[config.mk]
export PLATFORM = sky130hd
export DESIGN_NAME = gcb_weight
export DESIGN_NICKNAME = d
export VERILOG_FILES = /design/src/gcb_pkg.sv /design/src/gcb_weight.sv
export SDC_FILE = /design/constraint.sdc
export NUM_CORES = 1
export LEC_CHECK = 0
export ABC_AREA = 1
export BUFFER_PORTS_ARGS = -buffer_cell sky130_fd_sc_hd__buf_2
export CORE_UTILIZATION = 35
export CTS_CLUSTER_DIAMETER = 30
export DETAILED_ROUTE_END_ITERATION = 10
export PLACE_DENSITY = 0.61
export SYNTH_ARGS = -nofsm -noshare
export SYNTH_HDL_FRONTEND = slang
export SYNTH_SLANG_ARGS = --single-unit
export TNS_END_PERCENT = 30
[constraint.sdc]
create_clock -name aclk -period 13.3 [get_ports aclk]
set_input_delay 0.665 -clock aclk [delete_from_list [all_inputs] [get_ports aclk]]
set_output_delay 0.665 -clock aclk [all_outputs]
set_load 0.02 [all_outputs]
[src/gcb_pkg.sv]
// ----------------------------------------------------------------------------
// gcb_pkg
// shared types and constants of the gamma-correct coverage blend core
// ----------------------------------------------------------------------------
package gcb_pkg;

    // full weight, coverage times alpha at both maximums
    localparam int FULL_WEIGHT = 255 * 255;

    localparam int FWD_DEPTH = 256;
    localparam int FWD_AW    = 8;
    localparam int TBL_W     = 11;
    localparam int WEIGHT_W  = 16;

    // input item kinds
    localparam logic [1:0] OP_PIXEL  = 2'd0;
    localparam logic [1:0] OP_FWD_WR = 2'd1;
    localparam logic [1:0] OP_INV_WR = 2'd2;

    // configuration register indexes
    localparam logic [2:0] REG_COLOR_RED   = 3'd0;
    localparam logic [2:0] REG_COLOR_GREEN = 3'd1;
    localparam logic [2:0] REG_COLOR_BLUE  = 3'd2;
    localparam logic [2:0] REG_COLOR_ALPHA = 3'd3;
    localparam logic [2:0] REG_SUB_OFFSET  = 3'd4;
    localparam logic [2:0] REG_SUBPX_MODE  = 3'd5;
    localparam logic [2:0] REG_START_PHASE = 3'd6;

    // subpixel channel phases
    localparam logic [1:0] PH_RED   = 2'd0;
    localparam logic [1:0] PH_GREEN = 2'd1;
    localparam logic [1:0] PH_BLUE  = 2'd2;
    localparam logic [1:0] PH_NONE  = 2'd3;

    // table write request broadcast to every lane
    typedef struct packed {
        logic             fwd_we;
        logic             inv_we;
        logic [TBL_W-1:0] index;
        logic [TBL_W-1:0] value;
    } tbl_wr_t;

endpackage

[src/gcb_weight.sv]
// ----------------------------------------------------------------------------
// gcb_weight
// sample weight and sub-position interpolation with the previous weight
// ----------------------------------------------------------------------------
module gcb_weight (
    input  logic                           aclk,
    input  logic                           aresetn,
    input  logic                           load,
    input  logic                           row_start,
    input  logic [7:0]                     coverage,
    input  logic [7:0]                     color_alpha,
    input  logic [5:0]                     sub_offset,
    output logic [gcb_pkg::WEIGHT_W-1:0]   mix_weight
);
    import gcb_pkg::*;

    logic [WEIGHT_W-1:0] prev_weight_reg;
    logic [WEIGHT_W-1:0] w_reg;
    logic [WEIGHT_W-1:0] prev_s1_reg;
    logic [WEIGHT_W-1:0] mix_reg;
    logic [WEIGHT_W-1:0] w_now;

    logic signed [16:0] wdiff;
    logic signed [23:0] scaled;
    logic signed [23:0] biased;
    logic signed [17:0] mix_sum;

    assign w_now = WEIGHT_W'(coverage) * WEIGHT_W'(color_alpha);

    always_ff @(posedge aclk) begin
        if (!aresetn) begin
            prev_weight_reg <= '0;
        end else if (load) begin
            prev_weight_reg <= w_now;
        end
    end

    always_ff @(posedge aclk) begin
        w_reg       <= w_now;
        prev_s1_reg <= row_start ? '0 : prev_weight_reg;
        mix_reg     <= mix_sum[WEIGHT_W-1:0];
    end

    // truncation toward zero of the signed step divided by 64
    always_comb begin
        wdiff   = $signed({1'b0, prev_s1_reg}) - $signed({1'b0, w_reg});
        scaled  = 24'(wdiff) * $signed({18'd0, sub_offset});
        biased  = scaled + ((scaled < 0) ? 24'sd63 : 24'sd0);
        mix_sum = $signed({2'b00, w_reg}) + $signed(biased[23:6]);
    end

    assign mix_weight = mix_reg;

endmodule

==> results_tabular.tex <==
\begin{tabular}{lr}
\hline
Metric & Value \\
\hline
\multicolumn{2}{l}{\textbf{CTS}} \\
Post-CTS setup buffer count & 0 \\
Clock-pin slew on the worst setup and hold paths & 50 ps \\
Post-CTS resize count & 0 \\
Number of clock sinks & 64 \\
Buffer levels on the longest clock path & 2 \\
Number of hold-repair buffers added at the cts stage & 0 \\
CTS H-tree lvls & 3 \\
Clock Latency Late Sink & 330 ps \\
Clock Tree Root & clkbuf\_16 \\
CTS tree & yes \\
CTS Buf Count & 9 \\
\multicolumn{2}{l}{\textbf{Cells and area}} \\
Share of post-route cells with drive strength above 1 & 0.07647 \\
Most common library cell in the layout ignoring fill and taps & inv\_1 \\
Total Nets Final & 1,620 \\
Post-layout instance area & 10,580 sq um \\
Number of inserted diodes & 0 \\
Area growth syn-to-layout & 8.553\% \\
Highest-count cells in the layout ignoring fill and taps & inv\_1, nand2\_1, nor2\_1 \\
Filler cell count in the final layout & 2,880 \\
\multicolumn{2}{l}{\textbf{Placement}} \\
DP Wirelength & 19.31 mm \\
Placed instance area & 10,300 sq um \\
Port Buffer Count & 41 \\
Weighted congestion reported at the end of routability-driven placement & 0.9287 \\
\multicolumn{2}{l}{\textbf{Min path}} \\
Hold crit path type & flip-flop to flip-flop \\
\multicolumn{2}{l}{\textbf{Floorplanning}} \\
Number of primary I/O pins & 42 \\
Core footprint & 27,100 sq um \\
Std-Cell Rows & 60 \\
Overall die height & 168.8 microns \\
Chip Width & 168.8 microns \\
Area enclosed by the die boundary & 28,510 sq um \\
Starting density of the core & 0.3595 \\
\multicolumn{2}{l}{\textbf{Yosys}} \\
Fraction of post-synthesis cell area in the top cell type by area & 0.2240 \\
Average size of a mapped cell & 7.244 sq um \\
Synth area leaders & fa\_1, ha\_1, dfxtp\_1, inv\_1, nand2\_1 \\
Sequential fraction of the synthesis area & 0.1315 \\
Netlist area before placement & 9743 sq um \\
Number of distinct library cells after synthesis & 44 \\
Post-synthesis sequential element count & 64 \\
Library cell occupying the most area in the post-synthesis netlist & fa\_1 \\
Warning count from the yosys run & 0 \\
Synthesized net count & 1,596 \\
Number of instances in the synthesized netlist & 1,345 \\
\multicolumn{2}{l}{\textbf{STA}} \\
Worst relative slew slack & 0.4331 \\
Number of pins exceeding their max-slew limit in the final report & 0 \\
Number of setup violations in the final report & 0 \\
RSZ-0062 raised after global routing & false \\
Period Utilization, post-route & 0.6788 \\
Clock skew & 7.834 ps \\
Setup\_tns & 0 ps \\
Period minus WS final & 9029 ps \\
Top achievable clock speed & 110.8 MHz \\
Hold Fails Final Rpt & 0 \\
Slew @ Worst Pin & 844.3 ps \\
\multicolumn{2}{l}{\textbf{Run status}} \\
Result of the run & finished, final reports clean \\
\multicolumn{2}{l}{\textbf{Global routing}} \\
Maximum number of pins on one net before global-route repair & 28 \\
Antenna violations before repair & 0 \\
Total track usage & 0.1677 \\
GRT overflow & 0 \\
Number of global-route vias before repair & 8,263 \\
Wire length of the first global-routing pass & 38.99 mm \\
\multicolumn{2}{l}{\textbf{Route}} \\
Routed vias & 8,006 \\
Number of design-rule violations left by the first detailed-router iteration & 362 \\
Routed wirelength normalized by instance count & 12.68 microns \\
DRC errors left & 0 \\
TritonRoute pass-1 iters & 4 \\
Overall routed net length & 22.13 mm \\
Number of routed nets with antenna violations & 0 \\
Avg Vias per Cell & 4.588 \\
\multicolumn{2}{l}{\textbf{Worst setup path}} \\
Most frequent cell on the critical path & nand2\_1 \\
Slowest stage cell on the critical path & fa\_1 \\
Slowest Stage Delay on Critical Path & 560 ps \\
Cell class contributing the biggest share of worst-path delay & adder cells \\
Critical path type & flip-flop to flip-flop \\
Startpoint Class & flip-flop \\
Data arrival, critical path & 9250 ps \\
Data required time of the worst path & 13,520 ps \\
Worst Setup End Kind & flip-flop \\
Peak fanout along the critical path & 6 \\
Total buffers and inverters traversed by the critical path & 5 \\
\multicolumn{2}{l}{\textbf{Flow run}} \\
Max Cap Viol & 0 \\
\hline
\end{tabular}
-- logic make-up after synthesis --
| kind of cell | after synthesis | share of synthesized area |
|---|---|---|
| AOI/OAI and AO/OA | 132 | 0.07577 |
| xor gates and xnor gates | 60 | 0.05471 |
| adders and majority gates | 225 | 0.3729 |
| buffers and inverters | 367 | 0.1419 |
| DFF | 64 | 0.1315 |
| and+or+nand+nor | 497 | 0.2232 |
-- cell usage after synthesis (all sizes together) --
master,number
a211oi,1
o21ai,38
or2,9
a21boi,3
a31oi,4
nand4,14
xnor2,24
clkbuf,26
nor4,3
clkinv,3
o21bai,10
and2,1
inv,336
o21a,1
buf,2
ha,116
o2111ai,1
nand3b,6
a21oi,70
nand3,36
xor2,36
nor2,148
nand2,275
dfxtp,64
o221ai,2
nor3,4
o31ai,1
fa,109
or3,1
o2111a,1
-- per-layer routing --
layer	GRT usage	share of wire	vias up
li1	-	-	4086
met1	0.2108	0.46	3778
met2	0.3076	0.50	118
met3	0.01637	0.028	24
met4	0.03755	0.014	0
met5	0	0	-
-- layout make-up --
cell class | instances | area [sq um] | area share
Clock inverter | 4 | 20.02 | 0.001893
Multi-Input combinational cell | 914 | 7079 | 0.6693
Inverter | 339 | 1272 | 0.1203
Sequential cell | 64 | 1281 | 0.1211
Clock buffer | 11 | 252.7 | 0.02390
Timing Repair Buffer | 41 | 205.2 | 0.01940
Tap cell | 372 | 465.4 | 0.04401
-- through the flow --
step                utilization  setup slack (ps)  hold slack (ps)  instances
global route             0.3903              3402            441.4       1745
CTS                      0.3903              4319            424.5       1745
detailed placement       0.3802              4464            421.0       1730
finish                   0.3903              4271            425.4       1745
global placement         0.3802              4479            417.8       1730
floorplan                     -              5376            399.4       1345
-- worst register-to-register path, delay by kind of cell (launching register included) --
family | cells | cell delay (ps)
AOI/OAI and AO/OA | 12 | 2290
xor gates and xnor gates | 2 | 690
adders and majority gates | 8 | 3410
buffers and inverters | 5 | 310
DFF | 1 | 390
and+or+nand+nor | 20 | 1850
-- final timing paths --
check,start,endpoint,slack (ps),cells after the start
worst max-delay path,w_reg[1],mix_weight[12],4270,47
worst min-delay path,prev_weight_reg[10],prev_s1_reg[10],430,2
worst max register to register,w_reg[1],mix_weight[12],4270,47
worst min register to register,prev_weight_reg[10],prev_s1_reg[10],430,2
Power is not shown: default switching activity piles up to over one toggle a cycle in this logic, so the estimate is an artifact.
